[src/hdl/ibpd_pkg.sv]
`timescale 1ns / 1ps
// ----------------------------------------------------------------------------
// ibpd_pkg
// Shared constants and types for the hashed image block framer.
// ----------------------------------------------------------------------------
package ibpd_pkg;

  localparam int unsigned BLOCK_BYTES_DEF = 180;
  localparam logic [31:0] HASH_SEED       = 32'd5381;
  localparam logic [15:0] SYNC_VALUE      = 16'h54A8;
  localparam logic [2:0]  TYPE_GRAY       = 3'd0;
  localparam logic [7:0]  WIDTH_RST       = 8'd64;
  localparam logic [7:0]  HEIGHT_RST      = 8'd64;

  localparam int unsigned CFG_IDX_W = 2;
  localparam logic [CFG_IDX_W-1:0] REG_WIDTH  = 2'd0;
  localparam logic [CFG_IDX_W-1:0] REG_HEIGHT = 2'd1;

  typedef enum logic [3:0] {
    ST_FILL  = 4'b0001,
    ST_HEAD  = 4'b0010,
    ST_FETCH = 4'b0100,
    ST_WORD  = 4'b1000
  } state_t;

  typedef struct packed {
    logic accept;
    logic show_header;
    logic next_word;
    logic commit;
  } cmd_t;

  typedef struct packed {
    logic blk_close;
    logic last_word;
  } sts_t;

endpackage

[src/hdl/ibpd_pix_if.sv]
`timescale 1ns / 1ps
// ----------------------------------------------------------------------------
// ibpd_pix_if
// Pixel input channel: one grayscale byte per word.
// ----------------------------------------------------------------------------
interface ibpd_pix_if;
  logic       valid;
  logic       ready;
  logic [7:0] pixel;

  modport source (output valid, output pixel, input ready);
  modport sink   (input valid, input pixel, output ready);
endinterface

[src/hdl/ibpd_res_if.sv]
`timescale 1ns / 1ps
// ----------------------------------------------------------------------------
// ibpd_res_if
// Result channel: block headers and payload words.
// ----------------------------------------------------------------------------
interface ibpd_res_if;
  logic        valid;
  logic        ready;
  logic        is_header;
  logic [15:0] sync_word;
  logic [2:0]  piece_type;
  logic [31:0] block_hash;
  logic [7:0]  frame_stamp;
  logic [7:0]  width_out;
  logic [7:0]  height_out;
  logic [15:0] start_index;
  logic [31:0] payload_word;
  logic [2:0]  bytes_valid;
  logic        last;

  modport source (
    output valid, output is_header, output sync_word, output piece_type,
    output block_hash, output frame_stamp, output width_out, output height_out,
    output start_index, output payload_word, output bytes_valid, output last,
    input ready
  );
  modport sink (
    input valid, input is_header, input sync_word, input piece_type,
    input block_hash, input frame_stamp, input width_out, input height_out,
    input start_index, input payload_word, input bytes_valid, input last,
    output ready
  );
endinterface

[src/hdl/ibpd_ram.sv]
`timescale 1ns / 1ps
// ----------------------------------------------------------------------------
// ibpd_ram
// Generic single-port-write, single-port-read RAM with registered read.
// ----------------------------------------------------------------------------
module ibpd_ram #(
  parameter int unsigned WIDTH = 8,
  parameter int unsigned DEPTH = 45,
  parameter int unsigned AW    = (DEPTH > 1) ? $clog2(DEPTH) : 1
) (
  input  logic             clk,
  input  logic             we,
  input  logic [AW-1:0]    waddr,
  input  logic [WIDTH-1:0] wdata,
  input  logic [AW-1:0]    raddr,
  output logic [WIDTH-1:0] rdata
);

  logic [WIDTH-1:0] mem [DEPTH];
  logic [WIDTH-1:0] rdata_r;

  always_ff @(posedge clk) begin
    if (we) begin
      mem[waddr] <= wdata;
    end
    rdata_r <= mem[raddr];
  end

  assign rdata = rdata_r;

endmodule

[src/hdl/ibpd_ctrl.sv]
`timescale 1ns / 1ps
// ----------------------------------------------------------------------------
// ibpd_ctrl
// Sequencer: fill a block, send its header, then read out payload words.
// ----------------------------------------------------------------------------
module ibpd_ctrl
  import ibpd_pkg::*;
(
  input  logic clk,
  input  logic rst_n,
  input  logic in_valid,
  output logic in_ready,
  output logic out_valid,
  input  logic out_ready,
  input  sts_t sts,
  output cmd_t cmd
);

  state_t state_r, state_nxt;

  always_ff @(posedge clk) begin
    if (!rst_n) begin
      state_r <= ST_FILL;
    end else begin
      state_r <= state_nxt;
    end
  end

  always_comb begin
    state_nxt       = state_r;
    in_ready        = 1'b0;
    out_valid       = 1'b0;
    cmd             = '0;
    case (state_r)
      ST_FILL: begin
        in_ready   = 1'b1;
        cmd.accept = in_valid;
        if (in_valid && sts.blk_close) begin
          state_nxt = ST_HEAD;
        end
      end
      ST_HEAD: begin
        out_valid       = 1'b1;
        cmd.show_header = 1'b1;
        if (out_ready) begin
          state_nxt = ST_WORD;
        end
      end
      ST_FETCH: begin
        state_nxt = ST_WORD;
      end
      ST_WORD: begin
        out_valid = 1'b1;
        if (out_ready) begin
          if (sts.last_word) begin
            cmd.commit = 1'b1;
            state_nxt  = ST_FILL;
          end else begin
            cmd.next_word = 1'b1;
            state_nxt     = ST_FETCH;
          end
        end
      end
      default: begin
        state_nxt = ST_FILL;
      end
    endcase
  end

endmodule

[src/hdl/ibpd_dpath.sv]
`timescale 1ns / 1ps
// ----------------------------------------------------------------------------
// ibpd_dpath
// Datapath: block store banks, djb2 hash, frame counters, result fields.
// ----------------------------------------------------------------------------
module ibpd_dpath
  import ibpd_pkg::*;
#(
  parameter int unsigned BLOCK_BYTES = BLOCK_BYTES_DEF
) (
  input  logic                 clk,
  input  logic                 rst_n,
  input  logic                 cfg_we,
  input  logic [CFG_IDX_W-1:0] cfg_index,
  input  logic [7:0]           cfg_data,
  input  logic [7:0]           pixel,
  input  cmd_t                 cmd,
  output sts_t                 sts,
  output logic                 is_header,
  output logic [15:0]          sync_word,
  output logic [2:0]           piece_type,
  output logic [31:0]          block_hash,
  output logic [7:0]           frame_stamp,
  output logic [7:0]           width_out,
  output logic [7:0]           height_out,
  output logic [15:0]          start_index,
  output logic [31:0]          payload_word,
  output logic [2:0]           bytes_valid,
  output logic                 last
);

  localparam int unsigned WORDS   = (BLOCK_BYTES + 3) / 4;
  localparam int unsigned WORD_AW = (WORDS > 1) ? $clog2(WORDS) : 1;
  localparam int unsigned FILL_W  = $clog2(BLOCK_BYTES + 1);
  localparam logic [FILL_W-1:0] FILL_LAST = FILL_W'(BLOCK_BYTES - 1);

  logic [7:0]         width_r, height_r;
  logic [31:0]        hash_r;
  logic [FILL_W-1:0]  fill_r;
  logic [15:0]        pos_r;
  logic [15:0]        base_r;
  logic [7:0]         stamp_r;
  logic               frame_end_r;
  logic [WORD_AW-1:0] idx_r;

  logic [15:0]        frame_len;
  logic [16:0]        next_pos;
  logic               frame_end;
  logic [31:0]        hash_nxt;
  logic [WORD_AW-1:0] waddr;
  logic [31:0]        rd_word;
  logic [FILL_W-1:0]  word_base;
  logic [FILL_W-1:0]  remain;
  logic [2:0]         nbytes;
  logic [31:0]        mask;

  assign frame_len = {8'd0, width_r} * {8'd0, height_r};
  assign next_pos  = {1'b0, pos_r} + 17'd1;
  assign frame_end = next_pos >= {1'b0, frame_len};
  assign hash_nxt  = (hash_r << 5) + hash_r + {24'd0, pixel};

  assign sts.blk_close = frame_end || (fill_r == FILL_LAST);

  always_ff @(posedge clk) begin
    if (!rst_n) begin
      width_r  <= WIDTH_RST;
      height_r <= HEIGHT_RST;
    end else if (cfg_we) begin
      case (cfg_index)
        REG_WIDTH:  width_r  <= cfg_data;
        REG_HEIGHT: height_r <= cfg_data;
        default: ;
      endcase
    end
  end

  always_ff @(posedge clk) begin
    if (!rst_n) begin
      hash_r      <= HASH_SEED;
      fill_r      <= '0;
      pos_r       <= '0;
      base_r      <= '0;
      stamp_r     <= '0;
      frame_end_r <= 1'b0;
      idx_r       <= '0;
    end else begin
      if (cmd.accept) begin
        hash_r      <= hash_nxt;
        fill_r      <= fill_r + FILL_W'(1);
        pos_r       <= next_pos[15:0];
        frame_end_r <= frame_end;
      end
      if (cmd.next_word) begin
        idx_r <= idx_r + WORD_AW'(1);
      end
      if (cmd.commit) begin
        hash_r <= HASH_SEED;
        fill_r <= '0;
        idx_r  <= '0;
        if (frame_end_r) begin
          stamp_r <= stamp_r + 8'd1;
          pos_r   <= '0;
          base_r  <= '0;
        end else begin
          base_r <= base_r + 16'(fill_r);
        end
      end
    end
  end

  // store byte lanes: bank = fill[1:0], row = fill / 4
  assign waddr = WORD_AW'(fill_r >> 2);

  for (genvar b = 0; b < 4; b++) begin : g_bank
    ibpd_ram #(
      .WIDTH (8),
      .DEPTH (WORDS),
      .AW    (WORD_AW)
    ) u_bank (
      .clk   (clk),
      .we    (cmd.accept && (fill_r[1:0] == 2'(b))),
      .waddr (waddr),
      .wdata (pixel),
      .raddr (idx_r),
      .rdata (rd_word[8*b +: 8])
    );
  end

  assign word_base = FILL_W'({idx_r, 2'b00});
  assign remain    = fill_r - word_base;
  assign nbytes    = (remain >= FILL_W'(4)) ? 3'd4 : remain[2:0];
  assign sts.last_word = remain <= FILL_W'(4);

  always_comb begin
    mask = '0;
    for (int k = 0; k < 4; k++) begin
      mask[8*k +: 8] = (3'(k) < nbytes) ? 8'hFF : 8'h00;
    end
  end

  always_comb begin
    is_header    = cmd.show_header;
    sync_word    = '0;
    piece_type   = '0;
    block_hash   = '0;
    frame_stamp  = '0;
    width_out    = '0;
    height_out   = '0;
    start_index  = '0;
    payload_word = '0;
    bytes_valid  = '0;
    last         = 1'b0;
    if (cmd.show_header) begin
      sync_word   = SYNC_VALUE;
      piece_type  = TYPE_GRAY;
      block_hash  = hash_r;
      frame_stamp = stamp_r;
      width_out   = width_r;
      height_out  = height_r;
      start_index = base_r;
    end else begin
      payload_word = rd_word & mask;
      bytes_valid  = nbytes;
      last         = sts.last_word;
    end
  end

endmodule

[src/hdl/image_block_packetizer_djb2_core.sv]
`timescale 1ns / 1ps
// ----------------------------------------------------------------------------
// image_block_packetizer_djb2_core
// Frames a grayscale pixel stream into hashed blocks with headers.
// ----------------------------------------------------------------------------
// Usage:
//   in_ch carries one pixel byte per word, raster order. out_ch carries a
//   header word (is_header=1: sync 0x54A8, type 0, djb2 hash, frame stamp,
//   sizes, start offset) followed by the block's payload, four bytes per
//   word, first byte lowest, last set on the final word.
//   cfg_we/cfg_index/cfg_data write frame_width (index 0) and frame_height
//   (index 1); write only while the block is idle.
//   Pixels are taken one per cycle while a block fills. A block closes after
//   BLOCK_BYTES bytes or at frame end; input then stalls while the burst is
//   sent. The header shows in the cycle after the closing byte and the first
//   payload word in the cycle after the header is taken; each later word
//   passes a fetch state (one registered read of the four byte-lane RAMs)
//   and then an output state. A stalled receiver holds the current word and
//   the whole block.
//   Reset (rst_n, synchronous) restores 64x64 sizes, the hash seed, the
//   frame stamp and all counters; no clearing pass is needed.
// ----------------------------------------------------------------------------
module image_block_packetizer_djb2_core
  import ibpd_pkg::*;
#(
  parameter int unsigned BLOCK_BYTES = BLOCK_BYTES_DEF
) (
  input  logic                 clk,
  input  logic                 rst_n,
  input  logic                 cfg_we,
  input  logic [CFG_IDX_W-1:0] cfg_index,
  input  logic [7:0]           cfg_data,
  ibpd_pix_if.sink             in_ch,
  ibpd_res_if.source           out_ch
);

  cmd_t cmd;
  sts_t sts;

  ibpd_ctrl u_ctrl (
    .clk       (clk),
    .rst_n     (rst_n),
    .in_valid  (in_ch.valid),
    .in_ready  (in_ch.ready),
    .out_valid (out_ch.valid),
    .out_ready (out_ch.ready),
    .sts       (sts),
    .cmd       (cmd)
  );

  ibpd_dpath #(
    .BLOCK_BYTES (BLOCK_BYTES)
  ) u_dpath (
    .clk          (clk),
    .rst_n        (rst_n),
    .cfg_we       (cfg_we),
    .cfg_index    (cfg_index),
    .cfg_data     (cfg_data),
    .pixel        (in_ch.pixel),
    .cmd          (cmd),
    .sts          (sts),
    .is_header    (out_ch.is_header),
    .sync_word    (out_ch.sync_word),
    .piece_type   (out_ch.piece_type),
    .block_hash   (out_ch.block_hash),
    .frame_stamp  (out_ch.frame_stamp),
    .width_out    (out_ch.width_out),
    .height_out   (out_ch.height_out),
    .start_index  (out_ch.start_index),
    .payload_word (out_ch.payload_word),
    .bytes_valid  (out_ch.bytes_valid),
    .last         (out_ch.last)
  );

endmodule
[src/flat_wrapper.sv]
// flat-port wrapper written by rule: the top's interface ports become plain ports
module image_block_packetizer_djb2_core_flat import ibpd_pkg::*;
#(
  parameter int unsigned BLOCK_BYTES = BLOCK_BYTES_DEF
)
  (clk, rst_n, cfg_we, cfg_index, cfg_data, in_ch_valid, in_ch_pixel, in_ch_ready, out_ch_valid, out_ch_is_header, out_ch_sync_word, out_ch_piece_type, out_ch_block_hash, out_ch_frame_stamp, out_ch_width_out, out_ch_height_out, out_ch_start_index, out_ch_payload_word, out_ch_bytes_valid, out_ch_last, out_ch_ready);
  ibpd_pix_if in_ch_i ();
  ibpd_res_if out_ch_i ();
  input  logic clk;
  input  logic rst_n;
  input  logic cfg_we;
  input  logic [CFG_IDX_W-1:0] cfg_index;
  input  logic [7:0] cfg_data;
  input wire logic [$bits(in_ch_i.valid)-1:0] in_ch_valid;
  input wire logic [$bits(in_ch_i.pixel)-1:0] in_ch_pixel;
  output wire logic [$bits(in_ch_i.ready)-1:0] in_ch_ready;
  output wire logic [$bits(out_ch_i.valid)-1:0] out_ch_valid;
  output wire logic [$bits(out_ch_i.is_header)-1:0] out_ch_is_header;
  output wire logic [$bits(out_ch_i.sync_word)-1:0] out_ch_sync_word;
  output wire logic [$bits(out_ch_i.piece_type)-1:0] out_ch_piece_type;
  output wire logic [$bits(out_ch_i.block_hash)-1:0] out_ch_block_hash;
  output wire logic [$bits(out_ch_i.frame_stamp)-1:0] out_ch_frame_stamp;
  output wire logic [$bits(out_ch_i.width_out)-1:0] out_ch_width_out;
  output wire logic [$bits(out_ch_i.height_out)-1:0] out_ch_height_out;
  output wire logic [$bits(out_ch_i.start_index)-1:0] out_ch_start_index;
  output wire logic [$bits(out_ch_i.payload_word)-1:0] out_ch_payload_word;
  output wire logic [$bits(out_ch_i.bytes_valid)-1:0] out_ch_bytes_valid;
  output wire logic [$bits(out_ch_i.last)-1:0] out_ch_last;
  input wire logic [$bits(out_ch_i.ready)-1:0] out_ch_ready;
  assign in_ch_i.valid = in_ch_valid;
  assign in_ch_i.pixel = in_ch_pixel;
  assign in_ch_ready = in_ch_i.ready;
  assign out_ch_valid = out_ch_i.valid;
  assign out_ch_is_header = out_ch_i.is_header;
  assign out_ch_sync_word = out_ch_i.sync_word;
  assign out_ch_piece_type = out_ch_i.piece_type;
  assign out_ch_block_hash = out_ch_i.block_hash;
  assign out_ch_frame_stamp = out_ch_i.frame_stamp;
  assign out_ch_width_out = out_ch_i.width_out;
  assign out_ch_height_out = out_ch_i.height_out;
  assign out_ch_start_index = out_ch_i.start_index;
  assign out_ch_payload_word = out_ch_i.payload_word;
  assign out_ch_bytes_valid = out_ch_i.bytes_valid;
  assign out_ch_last = out_ch_i.last;
  assign out_ch_i.ready = out_ch_ready;
  image_block_packetizer_djb2_core #(.BLOCK_BYTES(BLOCK_BYTES)) u_core (.clk(clk), .rst_n(rst_n), .cfg_we(cfg_we), .cfg_index(cfg_index), .cfg_data(cfg_data), .in_ch(in_ch_i), .out_ch(out_ch_i));
endmodule
[config.mk]
export PLATFORM = sky130hd
export DESIGN_NAME = image_block_packetizer_djb2_core_flat
export DESIGN_NICKNAME = d
export VERILOG_FILES = /design/src/hdl/ibpd_pkg.sv /design/src/hdl/ibpd_pix_if.sv /design/src/hdl/ibpd_res_if.sv /design/src/hdl/ibpd_ram.sv /design/src/hdl/ibpd_ctrl.sv /design/src/hdl/ibpd_dpath.sv /design/src/hdl/image_block_packetizer_djb2_core.sv /design/src/flat_wrapper.sv
export SDC_FILE = /design/constraint.sdc
export NUM_CORES = 2
export LEC_CHECK = 0
export BUFFER_PORTS_ARGS = -buffer_cell sky130_fd_sc_hd__buf_2
export CORE_MARGIN = 2
export CORE_UTILIZATION = 65
export DETAILED_ROUTE_END_ITERATION = 7
export PLACE_DENSITY_LB_ADDON = 0.1
export SETUP_SLACK_MARGIN = 0.4
export SLEW_MARGIN = 5
export SYNTH_ARGS = -nofsm -noshare
export SYNTH_HDL_FRONTEND = slang
export SYNTH_SLANG_ARGS = --single-unit
export TNS_END_PERCENT = 10
[constraint.sdc]
create_clock -name clk -period 8.73 [get_ports clk]
set_clock_uncertainty 0.1 [all_clocks]
set_input_delay 1.3095 -clock clk [delete_from_list [all_inputs] [get_ports clk]]
set_output_delay 1.3095 -clock clk [all_outputs]
set_load 0.05 [all_outputs]
After elaboration in Yosys (flattened, before gate mapping)
Memory sizes are Yosys's and may differ from the RTL's. A register that Yosys moved wholly into a read port is not among the register bits.
Index checks and enable logic that the tools add are counted.
{"block": "totals", "elab_cells": 97, "in_bits": 23, "ramBits": 1440, "mem_count": 4, "out_inout_bits": 130, "reg_bits": 107}
{"block": "classes", "muxes": 39, "n_lt_le_gt_ge": 7, "n_mul": 1, "reduce_logical": 14, "bitwise_logic": 2, "add_sub_neg": 8, "n_eq_ne": 12}
{"memory": "u_core.u_dpath.g_bank[0].u_bank.mem", "words": 45, "word_bits": 8, "rd": 1, "rd_ports_with_merged_regs": 1, "wr": 1, "line": "ibpd_ram.sv:19", "text": "logic [WIDTH-1:0] mem [DEPTH];"}
{"memory": "u_core.u_dpath.g_bank[1].u_bank.mem", "words": 45, "word_bits": 8, "rd": 1, "rd_ports_with_merged_regs": 1, "wr": 1, "line": "ibpd_ram.sv:19"}
{"memory": "u_core.u_dpath.g_bank[2].u_bank.mem", "words": 45, "word_bits": 8, "rd": 1, "rd_ports_with_merged_regs": 1, "wr": 1, "line": "ibpd_ram.sv:19"}
{"memory": "u_core.u_dpath.g_bank[3].u_bank.mem", "words": 45, "word_bits": 8, "rd": 1, "rd_ports_with_merged_regs": 1, "wr": 1, "line": "ibpd_ram.sv:19"}
{"operator": "two-way mux 16 bit", "count": 5}
{"operator": "two-way mux 32 bit", "count": 2}
{"operator": "two-way mux 8 bit", "count": 7}
{"operator": "adder 32 bit", "count": 1}
{"operator": "adder 32 x 8 -> 32 bit", "count": 1}
{"operator": "bitwise AND 32 bit", "count": 1}
{"operator": "adder 16 x 1 -> 17 bit, second input constant", "count": 1}
{"operator": ">= comparator 17 x 16 -> 1 bit", "count": 1}
{"operator": "adder 16 x 8 -> 16 bit", "count": 1}
{"operator": "adder 8 x 1 -> 8 bit, second input constant", "count": 2}
{"operator": "multiplier 8 x 8 -> 16 bit", "count": 1}
{"operator": "one-hot mux 4 bit (4 select lines)", "count": 1}
{"operator": "two-way mux 1 bit", "count": 15}
{"operator": "two-way mux 15 bit", "count": 1}
{"operator": "two-way mux 4 bit", "count": 3}
{"operator": "two-way mux 3 bit", "count": 3}
{"operator": "== test 8 bit, second input constant", "count": 1}
{"operator": ">= comparator 8 x 3 -> 1 bit, second input constant", "count": 1}
{"operator": "<= comparator 8 x 3 -> 1 bit, second input constant", "count": 1}
{"operator": "subtractor 8 bit", "count": 1}
{"operator": "adder 6 x 1 -> 6 bit, second input constant", "count": 1}
{"operator": "less-than comparator 1 x 3 -> 1 bit, first input constant", "count": 2}
{"operator": "less-than comparator 2 x 3 -> 1 bit, first input constant", "count": 2}
{"operator": "!= test 2 bit, second input constant", "count": 3}
{"operator": "14 further kinds", "count": 25}

Longest topological paths before layout
{"block": "depth", "depth_word": 7, "mapped_depth": 22, "depth_no_buf": 22}

Cells and area by module
A second synthesis with hierarchy kept.
{"block": "hier_totals", "cells_unflattened": 4246, "area_unflattened_um2": 68429.4}
{"module": "ibpd_ram", "cells_per_inst": 756, "area_each_um2": 14505.2, "instances": 4}
{"module": "ibpd_dpath", "cells_per_inst": 1187, "area_each_um2": 10107.2, "instances": 1}
{"module": "ibpd_ctrl", "cells_per_inst": 35, "area_each_um2": 301.5, "instances": 1}

Worst setup path after synthesis
OpenSTA, ideal clock, no wires.
{"block": "synth_path", "path_kind": "reg-to-output", "from": "reg u_core.u_dpath.idx_r[1]", "to": "out out_ch_payload_word[24]", "slack_ns": 3.769, "arrival_ns": 3.552, "path_stages_with_launch": 12, "cell_sequence": "dfxtp_1 -> clkbuf_1 -> buf_1 -> buf_1 -> inv_1 -> ha_1 -> nor2b_1 -> o21ai_1 -> a21o_1 -> a211oi_1 -> nor2_1 -> and2_1"}
{"block": "synth_via", "elab_chain_len": 7}
{"item": "start: declaration", "line": "ibpd_dpath.sv:44", "text": "logic [WORD_AW-1:0] idx_r;"}
{"item": "start signal: assignment", "line": "ibpd_dpath.sv:94", "text": "idx_r <= idx_r + WORD_AW'(1);"}
{"item": "subtractor 8 bit", "line": "ibpd_dpath.sv:130", "text": "assign remain = fill_r - word_base;"}
{"item": ">= comparator 8 x 3 -> 1 bit", "line": "ibpd_dpath.sv:131", "text": "assign nbytes = (remain >= FILL_W'(4)) ? 3'd4 : remain[2:0];"}
{"item": "two-way mux 3 bit", "line": "ibpd_dpath.sv:131"}
{"item": "less-than comparator 2 x 3 -> 1 bit", "line": "ibpd_dpath.sv:137", "text": "mask[8*k +: 8] = (3'(k) < nbytes) ? 8'hFF : 8'h00;"}
{"item": "two-way mux 8 bit", "line": "ibpd_dpath.sv:137"}
{"item": "bitwise AND 32 bit", "line": "ibpd_dpath.sv:162", "text": "payload_word = rd_word & mask;"}
{"item": "two-way mux 32 bit", "line": "ibpd_dpath.sv:153", "text": "if (cmd.show_header) begin"}
{"item": "end: declaration", "line": "flat_wrapper.sv:26", "text": "output wire logic [$bits(out_ch_i.payload_word)-1:0] out_ch_payload_word;"}
No other way between the ends.

Worst setup path in the final report
{"block": "layout_path", "from": "reg u_core.u_dpath.fill_r[2]", "to": "out out_ch_payload_word[23]"}
{"block": "layout_via", "elab_chain_len": 7}
{"item": "start: declaration", "line": "ibpd_dpath.sv:39", "text": "logic [FILL_W-1:0] fill_r;"}
{"item": "start signal: assignment", "line": "ibpd_dpath.sv:89", "text": "fill_r <= fill_r + FILL_W'(1);"}
{"item": "subtractor 8 bit *", "line": "ibpd_dpath.sv:130"}
{"item": ">= comparator 8 x 3 -> 1 bit", "line": "ibpd_dpath.sv:131"}
{"item": "two-way mux 3 bit *", "line": "ibpd_dpath.sv:131"}
{"item": "less-than comparator 2 x 3 -> 1 bit *", "line": "ibpd_dpath.sv:137"}
{"item": "two-way mux 8 bit *", "line": "ibpd_dpath.sv:137"}
{"item": "bitwise AND 32 bit *", "line": "ibpd_dpath.sv:162"}
{"item": "two-way mux 32 bit *", "line": "ibpd_dpath.sv:153"}
Every way passes the cells marked *; elsewhere a longest branch is shown, timed or not.

==> impl_metrics.env <==
export IMPL_fin_total_pwr_mw=15.87
export IMPL_max_freq_mhz=162.0
export IMPL_die_h_um=323.7
export IMPL_synth_ff_latch_count=1579
export IMPL_tightestPinTransition_ps=1179
export IMPL_detail_route_first_pass_iterations=6
export IMPL_report_final_setup_viol=0
export IMPL_post_synth_top_count_cell="sky130_fd_sc_hd__edfxtp_1"
export IMPL_filler_cell_count=6058
export IMPL_critPathArrivalTime_ps=4760
export IMPL_number_of_violations_reported_at_the_end_of_detailed_routing_iteration_0=4329
export IMPL_instance_count_after_placement_with_tap_cells_included=5015
export IMPL_worst_setup_slack_final_ps=2557
export IMPL_postSynthAreaPerCell_um2=18.21
export IMPL_drive_gt1_frac=0.2209
export IMPL_placementRows=117
export IMPL_ff2ff_setup_slack_ps=3290
export IMPL_hold_class="reg -> reg"
export IMPL_num_vias=35177
export IMPL_result_of_the_run="completed"
export IMPL_grt_max_degree=168
export IMPL_cts_root_to_sink_buffers=3
export IMPL_chipWidth_um=323.7
export IMPL_global_route_wire_length_before_repair_um=233800
export IMPL_grt_antenna_before_repair=7
export IMPL_timing_final_crit_share=0.7071
export IMPL_cts_repair_resize_count=0
export IMPL_finalWirelength_um=159800
export IMPL_synth_edff_count=1440
export IMPL_initial_core_util=0.6540
export IMPL_post_synth_instance_area_um2=66440
export IMPL_holdWs_ps=381.7
export IMPL_layout_cells_non_filler=5299
export IMPL_rsz0062_at_grt="no"
export IMPL_wl_per_instance_um=30.16
export IMPL_place_worst_setup_slack_ps=3282
export IMPL_share_of_the_core_filled_with_cells_in_the_final_layout=0.7219
export IMPL_post_cts_repair_setup_buffers=0
export IMPL_setup_tns_ps=0
export IMPL_timing_hold_violations_final=0
export IMPL_max_slew_margin=0.2141
export IMPL_power_per_cell_area_nw_per_um2=216.3
export IMPL_number_of_buffers_inserted_by_hold_repair_at_cts=0
export IMPL_syn2layout_area_growth_pct=10.39
export IMPL_fp_coreArea_um2=101600
export IMPL_cap_viol_max_count=0
export IMPL_global_routing_usage_summed_across_all_routing_layers=0.3128
export IMPL_clk_latency_ps=780
export IMPL_synth_top_cell_area_share=0.6508
export IMPL_layout_nets=3999
export IMPL_netlist_instances=3648
export IMPL_setup_worst_path_class="reg -> out"
export IMPL_ys_async_sr_fraction=0
export IMPL_final_period_minus_worst_setup_slack_ps=6173
export IMPL_cp_data_required_time_ps=7320
export IMPL_worst_setup_hold_path_clk_slew_ps=60
export IMPL_detail_route_vias_per_cell=6.638
export IMPL_yosys_cell_types_count=75
export IMPL_ys_seq_area_frac=0.6927
export IMPL_portBuffers=139
export IMPL_clock_tree_htree_level_count=4
export IMPL_clock_sinks=1579
export IMPL_detailed_place_hpwl_um=98110
export IMPL_synth_top_cell_by_area="sky130_fd_sc_hd__edfxtp_1"
export IMPL_ioPinCount=153
export IMPL_finalInstanceArea_um2=73340
export IMPL_cp_max_fanout=8
export IMPL_startpoint_class_of_the_critical_path="flop"
export IMPL_synth_commonest_cells="1440 x sky130_fd_sc_hd__edfxtp_1, 448 x sky130_fd_sc_hd__mux4_2, 276 x sky130_fd_sc_hd__nor2_1, 180 x sky130_fd_sc_hd__nand2_1, 166 x sky130_fd_sc_hd__and2_1"
export IMPL_grt_remaining_overflow=0
export IMPL_slew_viol_final=0
export IMPL_cellLeakagePower_nw=24.39
export IMPL_end_kind="output pin"
export IMPL_yosys_top_cells_area="sky130_fd_sc_hd__edfxtp_1 65%, sky130_fd_sc_hd__mux4_2 15%, sky130_fd_sc_hd__dfxtp_1 4.2%"
export IMPL_ctsRootBufferMaster="sky130_fd_sc_hd__clkbuf_16"
export IMPL_vdd_ir_drop_max_v=0.0002114
export IMPL_route_antenna_remaining_nets=0
export IMPL_gpl_congestion=0.9151
export IMPL_yosys_warnings=0
export IMPL_detail_route_drc_violations=0
export IMPL_cts_tree="yes"
export IMPL_cts_buffers=155
export IMPL_die_area_um2=104800
export IMPL_number_of_global_route_vias_before_repair=34831
export IMPL_dominantRegCellSynth="sky130_fd_sc_hd__edfxtp_1"
export IMPL_placement_cell_area_um2=68440
-- placed cells by master, fill, tap and decap left out, types with 71 or more instances in the layout --
master and n:
sky130_fd_sc_hd__edfxtp_1 1440, sky130_fd_sc_hd__mux4_2 448, sky130_fd_sc_hd__nor2_1 276, sky130_fd_sc_hd__nand2_1 180, sky130_fd_sc_hd__and2_1 166, sky130_fd_sc_hd__clkbuf_16 160
sky130_fd_sc_hd__dfxtp_1 135, sky130_fd_sc_hd__buf_2 131, sky130_fd_sc_hd__ha_1 130, sky130_fd_sc_hd__o21ai_0 71
-- area by class of cell --
class	count	area, um2	area share
flip-flops and latches	1579	46040	0.6277
inverters	71	271.5	0.003702
clock inverters	69	625.6	0.008530
multi-input cells	1818	19340	0.2637
diodes	7	17.52	0.0002388
well taps	1368	1712	0.02334
repair buffers	179	1084	0.01477
clock buffers	208	4254	0.05800
-- worst max-delay path, cell delays in order (launching register included) --
cell	delay [ps]
sky130_fd_sc_hd__dfxtp_1	480
sky130_fd_sc_hd__clkinv_1	260
sky130_fd_sc_hd__ha_1	300
sky130_fd_sc_hd__fa_1	380
sky130_fd_sc_hd__xor2_1	170
sky130_fd_sc_hd__o211ai_1	140
sky130_fd_sc_hd__or2_1	320
sky130_fd_sc_hd__a211oi_1	770
sky130_fd_sc_hd__a21oi_1	610
sky130_fd_sc_hd__and2_1	370
sky130_fd_sc_hd__buf_2	210
-- registers in the layout (all words and copies together) (netlist names), 6 cells and up --
name,count
u_core.u_dpath.base_r,16
u_core.u_dpath.fill_r,8
u_core.u_dpath.g_bank.u_bank.mem,1440
u_core.u_dpath.g_bank.u_bank.rdata,32
u_core.u_dpath.hash_r,32
u_core.u_dpath.height_r,8
u_core.u_dpath.idx_r,6
u_core.u_dpath.pos_r,16
u_core.u_dpath.stamp_r,8
u_core.u_dpath.width_r,8
-- where the power goes --
part           internal (mW)  switching, mW
clock network           3.62           2.79
registers               8.31         0.0829
logic                  0.362          0.699
total                   12.3           3.58
-- path summary, 6_finish.rpt --
kind	start	endpoint	cells after the start
worst max-delay path	u_core.u_dpath.fill_r[2]	out_ch_payload_word[23]	10
worst min register to register	u_core.u_dpath.hash_r[31]	u_core.u_dpath.hash_r[31]	2
worst max register to register	u_core.u_dpath.width_r[5]	u_core.u_ctrl.state_r[1]	18
worst min-delay path	u_core.u_dpath.hash_r[31]	u_core.u_dpath.hash_r[31]	2
-- routing by layer --
layer	GRT usage	vias to the layer above	share of wire
met5	0	-	0.00015
met4	0.1026	4	0.032
met3	0.06868	284	0.10
met2	0.4919	1956	0.49
met1	0.4456	18199	0.38
li1	-	14734	-
-- kinds of logic (layout without fill, tap and decap cells) --
group           after synthesis  after routing  synth area share
simple gates                791            791           0.05684
flops                      1579           1579            0.6927
other cells                   1             20        0.00005644
mux                         499            499            0.1595
fa+ha+maj                   172            172           0.03714
compound gates              253            253           0.02476
xor+xnor                     90             90           0.01198
buf+inv                     263            527           0.01697
Note: power is estimated with default switching activity, not from simulation.
